[src/rtl/kslr_pkg.sv]
`timescale 1ns / 1ps
// Shared types, constants and the key lookup table for the keypad line editor.
// No dependencies; imported by every module of the block.
package kslr_pkg;

   localparam int LINE_SIZE = 16;
   localparam int IDX_W     = (LINE_SIZE > 1) ? $clog2(LINE_SIZE) : 1;
   localparam int LEN_W     = 5;
   localparam int ROWS      = 4;
   localparam int COLS      = 4;

   localparam logic [7:0] ENTER_RESET = 8'd35;

   // Result kinds on the response channel
   localparam logic [1:0] KIND_ECHO  = 2'd0;
   localparam logic [1:0] KIND_LINE  = 2'd1;
   localparam logic [1:0] KIND_EMPTY = 2'd2;

   typedef enum logic [1:0] {
      CMD_APPEND,
      CMD_ENTER,
      CMD_FLUSH
   } cmd_op_type;

   typedef struct packed {
      cmd_op_type op;
      logic [7:0] key;
   } cmd_type;

   typedef struct packed {
      logic full;
      logic empty;
   } fifo_status_type;

   function automatic logic [7:0] key_lookup(input logic [1:0] row, input logic [1:0] col);
      logic [7:0] code;
      unique case ({row, col})
         4'h0: code = "1";
         4'h1: code = "2";
         4'h2: code = "3";
         4'h3: code = "A";
         4'h4: code = "4";
         4'h5: code = "5";
         4'h6: code = "6";
         4'h7: code = "B";
         4'h8: code = "7";
         4'h9: code = "8";
         4'hA: code = "9";
         4'hB: code = "C";
         4'hC: code = "*";
         4'hD: code = "0";
         4'hE: code = 8'd35;
         default: code = "D";
      endcase
      return code;
   endfunction

endpackage

[src/rtl/kslr_front.sv]
`timescale 1ns / 1ps
// Front end: holds the last column samples, detects new presses, decodes a key
// and classifies it into a command. Depends on kslr_pkg.
module kslr_front (
   input  logic             clock,
   input  logic             reset,
   input  logic             accept,
   input  logic             func,
   input  logic [3:0]       row0_cols,
   input  logic [3:0]       row1_cols,
   input  logic [3:0]       row2_cols,
   input  logic [3:0]       row3_cols,
   input  logic [7:0]       enter_code,
   output logic             cmd_push,
   output kslr_pkg::cmd_type cmd
);
   import kslr_pkg::*;

   logic [3:0] prev_ff [ROWS];
   logic [3:0] prev_in [ROWS];
   logic [3:0] now_cols [ROWS];
   logic [3:0] fell;
   logic       found;
   logic [7:0] key;
   logic [1:0] col;

   assign now_cols[0] = row0_cols;
   assign now_cols[1] = row1_cols;
   assign now_cols[2] = row2_cols;
   assign now_cols[3] = row3_cols;

   // Later rows override earlier ones
   always_comb begin
      found = 1'b0;
      key   = 8'd0;
      fell  = 4'd0;
      col   = 2'd0;
      for (int r = 0; r < ROWS; r++) begin
         fell = prev_ff[r] & ~now_cols[r];
         unique case (fell)
            4'b0001: col = 2'd0;
            4'b0010: col = 2'd1;
            4'b0100: col = 2'd2;
            4'b1000: col = 2'd3;
            default: col = 2'd0;
         endcase
         if ($onehot(fell)) begin
            found = 1'b1;
            key   = key_lookup(2'(r), col);
         end
      end
   end

   always_comb begin
      for (int r = 0; r < ROWS; r++) begin
         prev_in[r] = (accept && !func) ? now_cols[r] : prev_ff[r];
      end
   end

   always_comb begin
      cmd.key  = key;
      cmd.op   = (key == enter_code) ? CMD_ENTER : CMD_APPEND;
      cmd_push = accept && (func || found);
      if (func) begin
         cmd.op = CMD_FLUSH;
      end
   end

   always_ff @(posedge clock) begin
      if (reset) begin
         for (int r = 0; r < ROWS; r++) begin
            prev_ff[r] <= 4'hF;
         end
      end else begin
         prev_ff <= prev_in;
      end
   end

endmodule

[src/rtl/kslr_fifo.sv]
`timescale 1ns / 1ps
// Two-entry command queue between the front end and the line back end.
// Depends on kslr_pkg for the command type.
module kslr_fifo (
   input  logic                     clock,
   input  logic                     reset,
   input  logic                     push,
   input  kslr_pkg::cmd_type        push_data,
   input  logic                     pop,
   output kslr_pkg::cmd_type        pop_data,
   output kslr_pkg::fifo_status_type status
);
   import kslr_pkg::*;

   cmd_type    slot_ff [2];
   logic       wr_ptr_ff, wr_ptr_in;
   logic       rd_ptr_ff, rd_ptr_in;
   logic [1:0] fill_ff, fill_in;
   logic       do_push, do_pop;

   assign status.full  = (fill_ff == 2'd2);
   assign status.empty = (fill_ff == 2'd0);
   assign do_push      = push && !status.full;
   assign do_pop       = pop && !status.empty;
   assign pop_data     = slot_ff[rd_ptr_ff];

   always_comb begin
      wr_ptr_in = do_push ? ~wr_ptr_ff : wr_ptr_ff;
      rd_ptr_in = do_pop ? ~rd_ptr_ff : rd_ptr_ff;
      fill_in   = fill_ff + 2'(do_push) - 2'(do_pop);
   end

   always_ff @(posedge clock) begin
      if (do_push) begin
         slot_ff[wr_ptr_ff] <= push_data;
      end
   end

   always_ff @(posedge clock) begin
      if (reset) begin
         wr_ptr_ff <= 1'b0;
         rd_ptr_ff <= 1'b0;
         fill_ff   <= 2'd0;
      end else begin
         wr_ptr_ff <= wr_ptr_in;
         rd_ptr_ff <= rd_ptr_in;
         fill_ff   <= fill_in;
      end
   end

endmodule

[src/rtl/kslr_back.sv]
`timescale 1ns / 1ps
// Back end: line store memory, line count and the result output register.
// Executes append, enter and flush commands. Depends on kslr_pkg.
module kslr_back (
   input  logic                      clock,
   input  logic                      reset,
   input  kslr_pkg::cmd_type         cmd,
   input  kslr_pkg::fifo_status_type fifo_status,
   output logic                      cmd_pop,
   output logic                      rsp_valid,
   input  logic                      rsp_ready,
   output logic [1:0]                rsp_kind,
   output logic [7:0]                rsp_char_code,
   output logic [kslr_pkg::LEN_W-1:0] rsp_line_length,
   output logic                      rsp_last
);
   import kslr_pkg::*;

   typedef enum logic [1:0] {
      ST_IDLE,
      ST_FETCH,
      ST_EMIT
   } state_type;

   state_type        state_ff, state_in;
   logic [LEN_W-1:0] count_ff, count_in;
   logic [LEN_W-1:0] len_ff, len_in;
   logic [IDX_W-1:0] idx_ff, idx_in;
   logic             valid_ff, valid_in;
   logic [1:0]       kind_ff, kind_in;
   logic [7:0]       char_ff, char_in;
   logic [LEN_W-1:0] olen_ff, olen_in;
   logic             last_ff, last_in;

   logic [7:0]       mem [LINE_SIZE];
   logic [7:0]       rd_data_ff;
   logic [IDX_W-1:0] rd_addr, wr_addr;
   logic             wr_en;
   logic             out_free;
   logic             line_end;

   assign out_free = !valid_ff || rsp_ready;
   assign line_end = ((LEN_W'(idx_ff) + LEN_W'(1)) == len_ff);

   always_comb begin
      state_in = state_ff;
      count_in = count_ff;
      len_in   = len_ff;
      idx_in   = idx_ff;
      valid_in = valid_ff && !rsp_ready;
      kind_in  = kind_ff;
      char_in  = char_ff;
      olen_in  = olen_ff;
      last_in  = last_ff;
      cmd_pop  = 1'b0;
      wr_en    = 1'b0;
      wr_addr  = (count_ff >= LEN_W'(LINE_SIZE)) ? '0 : count_ff[IDX_W-1:0];
      rd_addr  = idx_ff;
      unique case (state_ff)
         ST_IDLE: begin
            if (!fifo_status.empty && out_free) begin
               cmd_pop = 1'b1;
               unique case (cmd.op)
                  CMD_APPEND: begin
                     // Restart the line when full, then append
                     wr_en    = 1'b1;
                     count_in = LEN_W'(wr_addr) + LEN_W'(1);
                     valid_in = 1'b1;
                     kind_in  = KIND_ECHO;
                     char_in  = cmd.key;
                     olen_in  = LEN_W'(wr_addr) + LEN_W'(1);
                     last_in  = 1'b1;
                  end
                  CMD_ENTER: begin
                     count_in = '0;
                     if (count_ff == '0) begin
                        valid_in = 1'b1;
                        kind_in  = KIND_EMPTY;
                        char_in  = cmd.key;
                        olen_in  = '0;
                        last_in  = 1'b1;
                     end else begin
                        len_in   = count_ff;
                        idx_in   = '0;
                        state_in = ST_FETCH;
                     end
                  end
                  default: begin
                     count_in = '0;
                  end
               endcase
            end
         end
         ST_FETCH: begin
            state_in = ST_EMIT;
         end
         ST_EMIT: begin
            if (out_free) begin
               valid_in = 1'b1;
               kind_in  = KIND_LINE;
               char_in  = rd_data_ff;
               olen_in  = len_ff;
               last_in  = line_end;
               if (line_end) begin
                  state_in = ST_IDLE;
               end else begin
                  // Prefetch the next character while this one goes out
                  idx_in  = idx_ff + IDX_W'(1);
                  rd_addr = idx_ff + IDX_W'(1);
               end
            end
         end
         default: begin
            state_in = ST_IDLE;
         end
      endcase
   end

   always_ff @(posedge clock) begin
      if (wr_en) begin
         mem[wr_addr] <= cmd.key;
      end
      rd_data_ff <= mem[rd_addr];
   end

   always_ff @(posedge clock) begin
      if (reset) begin
         state_ff <= ST_IDLE;
         count_ff <= '0;
         valid_ff <= 1'b0;
      end else begin
         state_ff <= state_in;
         count_ff <= count_in;
         valid_ff <= valid_in;
      end
      len_ff  <= len_in;
      idx_ff  <= idx_in;
      kind_ff <= kind_in;
      char_ff <= char_in;
      olen_ff <= olen_in;
      last_ff <= last_in;
   end

   assign rsp_valid       = valid_ff;
   assign rsp_kind        = kind_ff;
   assign rsp_char_code   = char_ff;
   assign rsp_line_length = olen_ff;
   assign rsp_last        = last_ff;

endmodule

[src/rtl/keypad_scan_line_editor_unit.sv]
`timescale 1ns / 1ps
// Keypad scanner with line editor, top level: front end, command queue and
// back end. Depends on kslr_pkg, kslr_front, kslr_fifo and kslr_back.
//
// Usage:
//  - req channel (valid/ready): one scan transaction carries four active-low
//    4-bit column samples, or a flush (req_func = 1) that empties the line.
//  - rsp channel (valid/ready): key echoes, line characters (one per
//    transaction, rsp_last on the final one) and empty-line markers.
//  - csr port: csr_wr_en writes csr_wr_data into the enter key code; write
//    only while the block is idle.
// Timing:
//  - A scan is taken when the two-entry command queue has room; scans
//    without a new key produce nothing and never occupy the queue.
//  - An echo passes through the command queue and is then popped into the
//    output register once that is free. Enter of an n-character line emits n
//    transactions back to back while rsp_ready holds: pop, a line store read
//    in ST_FETCH, then one character per cycle in ST_EMIT, set by the single
//    read port of the line store.
// Reset: all columns read as released, the line is empty, enter code is '#'.
// Stall: a held rsp freezes the back end; the front keeps taking scans until
// the queue fills, then drops req_ready.
module keypad_scan_line_editor_unit (
   input  logic       clock,
   input  logic       reset,
   input  logic       req_valid,
   output logic       req_ready,
   input  logic       req_func,
   input  logic [3:0] req_row0_cols,
   input  logic [3:0] req_row1_cols,
   input  logic [3:0] req_row2_cols,
   input  logic [3:0] req_row3_cols,
   output logic       rsp_valid,
   input  logic       rsp_ready,
   output logic [1:0] rsp_kind,
   output logic [7:0] rsp_char_code,
   output logic [4:0] rsp_line_length,
   output logic       rsp_last,
   input  logic       csr_wr_en,
   input  logic [7:0] csr_wr_data
);
   import kslr_pkg::*;

   logic [7:0]      enter_ff, enter_in;
   logic            req_accept;
   logic            cmd_push, cmd_pop;
   cmd_type         push_cmd, pop_cmd;
   fifo_status_type fifo_status;

   // Hold the enter key code; it is to be written only while idle (not enforced here)
   assign enter_in = csr_wr_en ? csr_wr_data : enter_ff;

   always_ff @(posedge clock) begin
      if (reset) begin
         enter_ff <= ENTER_RESET;
      end else begin
         enter_ff <= enter_in;
      end
   end

   // Take a scan whenever the queue can absorb the command it may produce
   assign req_ready  = !fifo_status.full;
   assign req_accept = req_valid && req_ready;

   kslr_front u_front (
      .clock      (clock),
      .reset      (reset),
      .accept     (req_accept),
      .func       (req_func),
      .row0_cols  (req_row0_cols),
      .row1_cols  (req_row1_cols),
      .row2_cols  (req_row2_cols),
      .row3_cols  (req_row3_cols),
      .enter_code (enter_ff),
      .cmd_push   (cmd_push),
      .cmd        (push_cmd)
   );

   kslr_fifo u_fifo (
      .clock     (clock),
      .reset     (reset),
      .push      (cmd_push),
      .push_data (push_cmd),
      .pop       (cmd_pop),
      .pop_data  (pop_cmd),
      .status    (fifo_status)
   );

   kslr_back u_back (
      .clock           (clock),
      .reset           (reset),
      .cmd             (pop_cmd),
      .fifo_status     (fifo_status),
      .cmd_pop         (cmd_pop),
      .rsp_valid       (rsp_valid),
      .rsp_ready       (rsp_ready),
      .rsp_kind        (rsp_kind),
      .rsp_char_code   (rsp_char_code),
      .rsp_line_length (rsp_line_length),
      .rsp_last        (rsp_last)
   );

   // An empty-line marker or an echo always closes its transaction run
   a_single_is_last: assert property (@(posedge clock) disable iff (reset)
      rsp_valid && (rsp_kind == KIND_EMPTY || rsp_kind == KIND_ECHO) |-> rsp_last)
      else $error("single result without last");

   // An echo reports a nonzero length within the line size
   a_echo_len: assert property (@(posedge clock) disable iff (reset)
      rsp_valid && rsp_kind == KIND_ECHO |->
         rsp_line_length != 5'd0 && rsp_line_length <= 5'(LINE_SIZE))
      else $error("echo length out of range");

   // Never push into a full queue: the front would lose a command
   a_no_overflow: assert property (@(posedge clock) disable iff (reset)
      cmd_push |-> !fifo_status.full)
      else $error("command queue overflow");

   // Only pop commands that exist
   a_no_underflow: assert property (@(posedge clock) disable iff (reset)
      cmd_pop |-> !fifo_status.empty)
      else $error("command queue underflow");

endmodule

[config.mk]
export PLATFORM = sky130hd
export DESIGN_NAME = keypad_scan_line_editor_unit
export DESIGN_NICKNAME = d
export VERILOG_FILES = /design/src/rtl/kslr_pkg.sv /design/src/rtl/kslr_front.sv /design/src/rtl/kslr_fifo.sv /design/src/rtl/kslr_back.sv /design/src/rtl/keypad_scan_line_editor_unit.sv
export SDC_FILE = /design/constraint.sdc
export NUM_CORES = 1
export LEC_CHECK = 0
export ABC_AREA = 1
export BUFFER_PORTS_ARGS = -buffer_cell sky130_fd_sc_hd__clkbuf_2
export CORE_MARGIN = 5
export CORE_UTILIZATION = 65
export DETAILED_ROUTE_END_ITERATION = 8
export PLACE_DENSITY_LB_ADDON = 0.08
export SYNTH_ARGS = -nofsm -noshare
export SYNTH_HDL_FRONTEND = slang
export SYNTH_SLANG_ARGS = --single-unit
[constraint.sdc]
create_clock -name clock -period 6.9 [get_ports clock]
set_input_delay 1.035 -clock clock [delete_from_list [all_inputs] [get_ports clock]]
set_output_delay 1.035 -clock clock [all_outputs]
set_load 0.01 [all_outputs]
### After elaboration in Yosys (flattened, before gate mapping)

Memories as Yosys holds them, arrays and structs flattened. A register that Yosys moved wholly into a read port is not among the register bits.
Cells that the tools add are included.

* register bits: 61
* bits in latches: 0
* bits in writable memories: 148
* ROM bits: 0
* output and inout port bits: 18
* word-level logic and storage cells: 185
* memories kept: 2

Memories
* u_back.mem: words 16, bits a word 8, rd ports 1, clocked after memory_dff 1, wr ports 1, line kslr_back.sv:35 `logic [7:0] mem [LINE_SIZE];`
* u_fifo.slot_ff: words 2, bits a word 10, rd ports 1, clocked after memory_dff 1, wr ports 1, line kslr_fifo.sv:15 `cmd_type slot_ff [2];`

* add/sub/neg operators: 17
* multiply operators: 0
* div/mod/pow operators: 0
* order comparisons: 1
* equality and inequality tests: 40
* shift-type cells: 0
* mux-type cells: 69
* bitwise gates (word level): 11
* reduce and logical (&&, ||, !) cells: 28

Operators with widths (number)
* $pmux W8 S4: 3
* $mux W8: 7
* $pmux W8 S2: 2
* $pmux W2 S3: 5
* $mux W4: 7
* $mux W1: 22
* $pmux W7 S3: 1
* $mux W5: 4
* $pmux W5 S2: 2
* $eq A2 B2 Y1 const B: 9
* $mux W2: 9
* $add A1 B1 Y2: 8
* $and A4 B4 Y4: 4
* $eq A4 B2 Y1 const B: 4
* $eq A4 B3 Y1 const B: 4
* $eq A4 B4 Y1 const B: 4
* $not A4 Y4: 4
* $logic_not A2 Y1: 7
* $add A3 B3 Y3: 4
* $eq A2 B1 Y1 const B: 6
* $eq A3 B1 Y1 const B: 4
* $add A4 B1 Y5 const B: 2
* $reduce_and A5 Y1: 2
* $eq A8 B8 Y1: 1
* other kinds (20): 41

### Longest topological paths before layout

* depth after elaboration: 14
* gate-level depth with buffers: 20

### Cells and area by module

From an unflattened synthesis, not the netlist that was laid out.

* cells, all modules: 1107
* area, all modules: 10456.3 um^2

Modules (own cells, without submodules)
* kslr_back: times used 1, cells each 733, area each 7498.4 um^2, sequential area each 4914.7 um^2
* kslr_front: times used 1, cells each 256, area each 1617.8 um^2, sequential area each 320.3 um^2
* kslr_fifo: times used 1, cells each 70, area each 1018.5 um^2, sequential area each 700.7 um^2
* keypad_scan_line_editor_unit: times used 1, cells each 48, area each 321.6 um^2, sequential area each 160.2 um^2

### Worst setup path after synthesis

No wires, ideal clock.

* path kind: input -> register
* start point: input req_row3_cols[2]
* end point: memory u_fifo.slot_ff[1][0] (netlist name), enable pin
* setup time: 0.376 ns
* data arrival time: 3.136 ns
* data required time: 6.524 ns
* slack: 3.388 ns
* cell stages on the path: 12
* buffers on the path: 0
* path through: nor2_1 inv_1 ha_1 ha_1 inv_1 fa_1 nand3_1 inv_1 nor3_1 nand3_1 nand3_1 nor2_1

* word-level cells in the longest chain between the ends: 11

Ends and longest elaborated chain
* start: declaration: line keypad_scan_line_editor_unit.sv:32 `input logic [3:0] req_row3_cols,`
* $not A4 Y4: line kslr_front.sv:39 `fell = prev_ff[r] & ~now_cols[r];`
* $and A4 B4 Y4: line kslr_front.sv:39
* $add A1 B1 Y2 (not written as such): line kslr_front.sv:47 `if ($onehot(fell)) begin`
* $add A3 B3 Y3 (not written as such): line kslr_front.sv:47
* $eq A3 B1 Y1: line kslr_front.sv:47
* $mux W1: line kslr_front.sv:47
* $logic_or A1 B1 Y1: line kslr_front.sv:63 `cmd_push = accept && (func || found);`
* $logic_and A1 B1 Y1: line kslr_front.sv:63
* $logic_and A1 B1 Y1: line kslr_fifo.sv:23 `assign do_push = push && !status.full;`
* $mux W1: line kslr_fifo.sv:34 `if (do_push) begin`
* $mux W1 (not written as such): line kslr_fifo.sv:35 `slot_ff[wr_ptr_ff] <= push_data;`
* end: declaration: line kslr_fifo.sv:15

Every way passes these cells.

### Worst setup path after layout

* start point: register u_back.idx_ff[0]
* end point: register u_back.rd_data_ff[6], read port of u_back.mem

* word-level cells in the longest chain between the ends: 5

Ends and longest elaborated chain
* start: declaration: line kslr_back.sv:28 `logic [IDX_W-1:0] idx_ff, idx_in;`
* start signal: assignment: line kslr_back.sv:137 `idx_ff <= idx_in;`
* $add A4 B1 Y5: line kslr_back.sv:43 `assign line_end = ((LEN_W'(idx_ff) + LEN_W'(1)) == len_ff);`
* $eq A5 B5 Y1: line kslr_back.sv:43
* $mux W4: line kslr_back.sv:104 `if (line_end) begin`
* $mux W4
* $mux W4 *: line kslr_back.sv:59 `unique case (state_ff)`
* end: declaration: line kslr_back.sv:36 `logic [7:0] rd_data_ff;`

Mark *: on every way between the ends. The rest lies on a longest branch, timed or not.
A chain may end at the register's enable or synchronous reset.

==> flow_summary.html <==
<table>
<tr><th>Metric</th><th>Value</th></tr>
<tr><th colspan="2">Final layout</th></tr>
<tr><td>Fill cell instance count of the final layout</td><td>1085</td></tr>
<tr><td>Final standard cell utilization of the core</td><td>72.1%</td></tr>
<tr><td>Fraction of layout instances using a drive strength above 1</td><td>approximately 9.9%</td></tr>
<tr><td>Number of nets in the layout</td><td>around 1100</td></tr>
<tr><td>Synthesis-to-finish area growth</td><td>9.21%</td></tr>
<tr><td>Final antenna diode count</td><td>0</td></tr>
<tr><th colspan="2">Setup path</th></tr>
<tr><td>Family with the most delay on the worst path</td><td>simple AND/OR/NAND/NOR gates</td></tr>
<tr><td>Crit start category</td><td>register</td></tr>
<tr><td>Reg-to-Reg End</td><td>u_back.rd_data_ff[6]$_DFF_P_</td></tr>
<tr><td>Biggest cell delay along the critical path</td><td>around 640 ps</td></tr>
<tr><td>Buffer and inverter count on the worst path</td><td>3</td></tr>
<tr><td>Critical path class</td><td>register to register</td></tr>
<tr><td>Worst Path Required</td><td>just over 7000 ps</td></tr>
<tr><td>Length in cells of the worst reg-to-reg path</td><td>19</td></tr>
<tr><td>Critical path data arrival time</td><td>~4400 ps</td></tr>
<tr><td>Setup slack on the worst flop-to-flop path</td><td>between 2000 and 3000 ps</td></tr>
<tr><td>Cell with the most instances on the worst path</td><td>nand2_1</td></tr>
<tr><td>Sequence of cells on the critical path</td><td>ha_1, inv_1, nand2_1, nand3_1, nand2_1, nor2_2, nand3_4, nand2_4, nand2_1, nand3_2, buf_4, nand2_1, buf_4, nand2_1, nand2_1, nand2_1, nand3_1, nand3_1, nand2_1</td></tr>
<tr><td>Endpoint kind of the worst setup timing path</td><td>register</td></tr>
<tr><td>CP max-delay cell</td><td>nand2_1</td></tr>
<tr><td>Maximum fanout along the worst path</td><td>58</td></tr>
<tr><td>Launch point of the worst reg-to-reg path</td><td>u_back.idx_ff[0]$_SDFFCE_PN0P_</td></tr>
<tr><th colspan="2">Synthesis</th></tr>
<tr><td>Post-synth EDFFs</td><td>roughly 150</td></tr>
<tr><td>Summed instance area of the synthesized netlist</td><td>9550 um2</td></tr>
<tr><td>Part of the Yosys area used for sequential elements</td><td>57.6%</td></tr>
<tr><td>Post-Synthesis Net Count</td><td>roughly 1100</td></tr>
<tr><td>Leading cell type by number of instances after synthesis</td><td>nand2_1</td></tr>
<tr><td>Area share of the largest cell type after synthesis</td><td>48.4%</td></tr>
<tr><td>Average instance area after synthesis</td><td>9.56 um2</td></tr>
<tr><td>Total number of yosys warnings</td><td>0</td></tr>
<tr><td>Most frequent cells after synthesis</td><td>230 x nand2_1, 157 x inv_1, 154 x edfxtp_1, 148 x nand3_1, 71 x nor2_1</td></tr>
<tr><td>Post-synth top flop</td><td>edfxtp_1</td></tr>
<tr><td>Largest area contributor in the synthesized netlist</td><td>edfxtp_1</td></tr>
<tr><td>Number of unique standard cell types used by synthesis</td><td>43</td></tr>
<tr><td>Top cells by area in the synthesized netlist</td><td>edfxtp_1 48%, dfxtp_1 9.2%, nand2_1 9.0%, nand3_1 7.8%, inv_1 6.2%</td></tr>
<tr><td>Number of flip-flops and latches in the synthesized netlist</td><td>198</td></tr>
<tr><td>Post-synthesis async set-or-reset flop share</td><td>0%</td></tr>
<tr><td>Post-Syn Instances</td><td>~1000</td></tr>
<tr><th colspan="2">Global route</th></tr>
<tr><td>Vias in the first global route</td><td>approximately 6800</td></tr>
<tr><td>GRT Util Overall</td><td>23.7%</td></tr>
<tr><td>Largest net degree at the start of global routing</td><td>59</td></tr>
<tr><td>Global-route wire length before repair</td><td>33.1 mm</td></tr>
<tr><td>Number of antenna violations at the first check in global routing</td><td>0</td></tr>
<tr><td>Total gr overflow</td><td>0</td></tr>
<tr><th colspan="2">Pwr</th></tr>
<tr><td>Fraction of power spent switching nets</td><td>31.3%</td></tr>
<tr><td>Register share of total power</td><td>47.6%</td></tr>
<tr><td>Power per cell area</td><td>321 nW/um2</td></tr>
<tr><td>Share of total power in combinational logic</td><td>between 20% and 30%</td></tr>
<tr><td>Internal portion of total power</td><td>~2.3 mW</td></tr>
<tr><td>Relative contribution of the clock network to total power</td><td>29.5%</td></tr>
<tr><td>Switching pwr</td><td>1.05 mW</td></tr>
<tr><td>Leak pwr</td><td>4.67 nW</td></tr>
<tr><td>Maximum vdd ir drop</td><td>0.184 mV</td></tr>
<tr><td>Total power</td><td>3.35 mW</td></tr>
<tr><th colspan="2">Clock network</th></tr>
<tr><td>CTS root buffer</td><td>clkbuf_16</td></tr>
<tr><td>CTS Hold Buffers Added</td><td>0</td></tr>
<tr><td>Clock buffer count from CTS</td><td>17</td></tr>
<tr><td>Quantity of gates resized following cts</td><td>0</td></tr>
<tr><td>Post-CTS setup buffer count</td><td>0</td></tr>
<tr><td>Insertion delay to the later sink of the worst-skew pair</td><td>440 ps</td></tr>
<tr><td>CTS sink count</td><td>198</td></tr>
<tr><td>CTS H-tree depth</td><td>4</td></tr>
<tr><td>Reg clk slew, reported paths</td><td>70 ps</td></tr>
<tr><td>Clock tree from TritonCTS</td><td>yes</td></tr>
<tr><td>Maximum clock insertion buffer count</td><td>2</td></tr>
<tr><th colspan="2">Floorplanning</th></tr>
<tr><td>DIE AREA</td><td>approximately 17000 um2</td></tr>
<tr><td>Starting density of the core</td><td>66.0%</td></tr>
<tr><td>Height of the die</td><td>131 um</td></tr>
<tr><td>Die width</td><td>131 um</td></tr>
<tr><td>Site row count</td><td>44</td></tr>
<tr><td>Ports placed on the boundary</td><td>48</td></tr>
<tr><td>Placeable Area</td><td>14500 um2</td></tr>
<tr><th colspan="2">Timing</th></tr>
<tr><td>Setup TNS</td><td>0 ps</td></tr>
<tr><td>Setup violation total in the final timing report</td><td>0</td></tr>
<tr><td>Headroom to the max-slew limit</td><td>roughly 45%</td></tr>
<tr><td>Minimum period implied by the final worst setup slack</td><td>4010 ps</td></tr>
<tr><td>Max Clock Skew</td><td>7.94 ps</td></tr>
<tr><td>Final critical-path share of the clock period</td><td>58.1%</td></tr>
<tr><td>Minimum setup slack in the final design</td><td>approximately 2900 ps</td></tr>
<tr><td>Maximum operating frequency</td><td>0.249 GHz</td></tr>
<tr><td>Actual slew at the worst max-slew pin</td><td>819 ps</td></tr>
<tr><td>Max Transition Viols Final</td><td>0</td></tr>
<tr><td>Setup repair after global routing missed its margin</td><td>false</td></tr>
<tr><td>Number of failing hold endpoints at the final stage</td><td>0</td></tr>
<tr><th colspan="2">Worst hold path</th></tr>
<tr><td>Endpoint, Worst Hold</td><td>u_back.len_ff[2]$_DFFE_PP_</td></tr>
<tr><td>Origin of the worst min-delay path</td><td>u_back.count_ff[2]$_SDFFE_PP0P_</td></tr>
<tr><td>Count of cells along the worst hold path</td><td>0</td></tr>
<tr><td>Path category of the worst min-delay check</td><td>register to register</td></tr>
<tr><th colspan="2">Routing</th></tr>
<tr><td>Post-route antenna net violation count</td><td>0</td></tr>
<tr><td>First DRT Iteration DRCs</td><td>617</td></tr>
<tr><td>Detailed-router iteration count before antenna repair</td><td>5</td></tr>
<tr><td>Total number of vias</td><td>6861</td></tr>
<tr><td>Post-detailed-routing wire length</td><td>20.2 mm</td></tr>
<tr><td>Remaining DRCs</td><td>0</td></tr>
<tr><td>Mean routed wirelength per cell</td><td>16.4 um</td></tr>
<tr><td>Per-cell via count in the routed design</td><td>approximately 5.6</td></tr>
<tr><th colspan="2">Placed design</th></tr>
<tr><td>Worst Setup Slack post-DPL</td><td>2850 ps</td></tr>
<tr><td>Detail Placement HPWL</td><td>13.1 mm</td></tr>
<tr><td>Input/output buffers</td><td>46</td></tr>
<tr><td>GPL Wtd Cong</td><td>0.827</td></tr>
<tr><th colspan="2">Run status</th></tr>
<tr><td>Run status</td><td>complete, no violations</td></tr>
<tr><th colspan="2">Job</th></tr>
<tr><td>Max capacitance violation total</td><td>0</td></tr>
</table>
## power groups by stage
stage,logic [mW],registers [mW],clock network [mW]
6_report,0.765,1.59,0.988
5_1_grt,0.855,1.60,1.04
3_3_place_gp,0.734,1.61,0
3_5_place_dp,0.753,1.62,0
4_1_cts,0.762,1.59,0.992
2_1_floorplan,0.500,1.61,0
## metal layers
metal  wire length [um]  track usage [%]  vias to the layer above
met4                537             10.1                        0
met5                  0                0                        -
met3               1250             3.75                       51
met1               8290             30.3                     3192
li1                   -                -                     3356
met2              10100             40.1                      262
## state kept, by name, indices dropped and copies added (netlist names), 5 cells and up, named ones only
signal                  cells
u_back.rd_data_ff           7
u_back.rsp_line_length      5
u_back.rsp_char_code        7
enter_ff                    8
u_front.prev_ff            16
u_back.mem                112
u_fifo.slot_ff             18
u_back.count_ff             5
u_back.len_ff               5
## logic make-up after synthesis
logic type	synth area share (%)
adder cells (fa/ha/maj)	6.21
other	0.0392
buffers and inverters	8.53
AO/OA/AOI/OAI	5.06
AND/OR/NAND/NOR	21.0
multiplexers	0.825
XOR/XNOR	0.733
flip-flops	57.6
## cell type report
cell class                 instances  area (um2)  area share [%]
clock buffer                      18         429            4.11
multi-input combinational        604        3230            31.0
timing repair buffer              52         275            2.64
clock inverter                    14         151            1.45
sequential                       198        5510            52.8
tap                              184         230            2.21
inverter                         162         608            5.83
## how the worst max path moves through the flow
stage / start / to / slack (ps) / cells after the start
after floorplan: req_row3_cols[2] / u_fifo.slot_ff[1][0]$_DFFE_PP_ / 3390 / 12
after global placement: rsp_ready / u_back.rd_data_ff[0]$_DFF_P_ / 2900 / 15
after detailed placement: req_row3_cols[2] / u_fifo.slot_ff[1][9]$_DFFE_PP_ / 2850 / 13
final: u_back.idx_ff[0]$_SDFFCE_PN0P_ / u_back.rd_data_ff[6]$_DFF_P_ / 2890 / 19
after global routing: u_back.idx_ff[0]$_SDFFCE_PN0P_ / u_back.rd_data_ff[5]$_DFF_P_ / 2610 / 19
after CTS: u_back.idx_ff[1]$_SDFFCE_PN0P_ / u_back.rd_data_ff[6]$_DFF_P_ / 2950 / 18
## per-stage QoR
stage               hold WS (ps)  instances  instance area, um2
finish                       461       1232               10400
global route                 483       1232               10400
CTS                          464       1232               10400
detailed placement           451       1200                9850
global placement             444       1200                9850
floorplan                    406        999                9550
## placed cells by master, fill, tap and decap left out, types with 3 or more instances in the layout
| master | count |
|---|---|
| nand3_1 | 148 |
| nor2_1 | 71 |
| o21ai_0 | 27 |
| o22ai_1 | 4 |
| edfxtp_1 | 154 |
| clkbuf_16 | 17 |
| ha_1 | 41 |
| fa_1 | 4 |
| inv_6 | 3 |
| xor2_1 | 7 |
| a21oi_1 | 15 |
| inv_1 | 157 |
| buf_4 | 6 |
| nand4_1 | 3 |
| clkbuf_2 | 46 |
| nor3_1 | 6 |
| clkinvlp_4 | 3 |
| dfxtp_1 | 44 |
| inv_2 | 4 |
| mux2_2 | 7 |
| o211ai_1 | 19 |
| nand2_1 | 230 |
(Power assumes the default switching activity.)
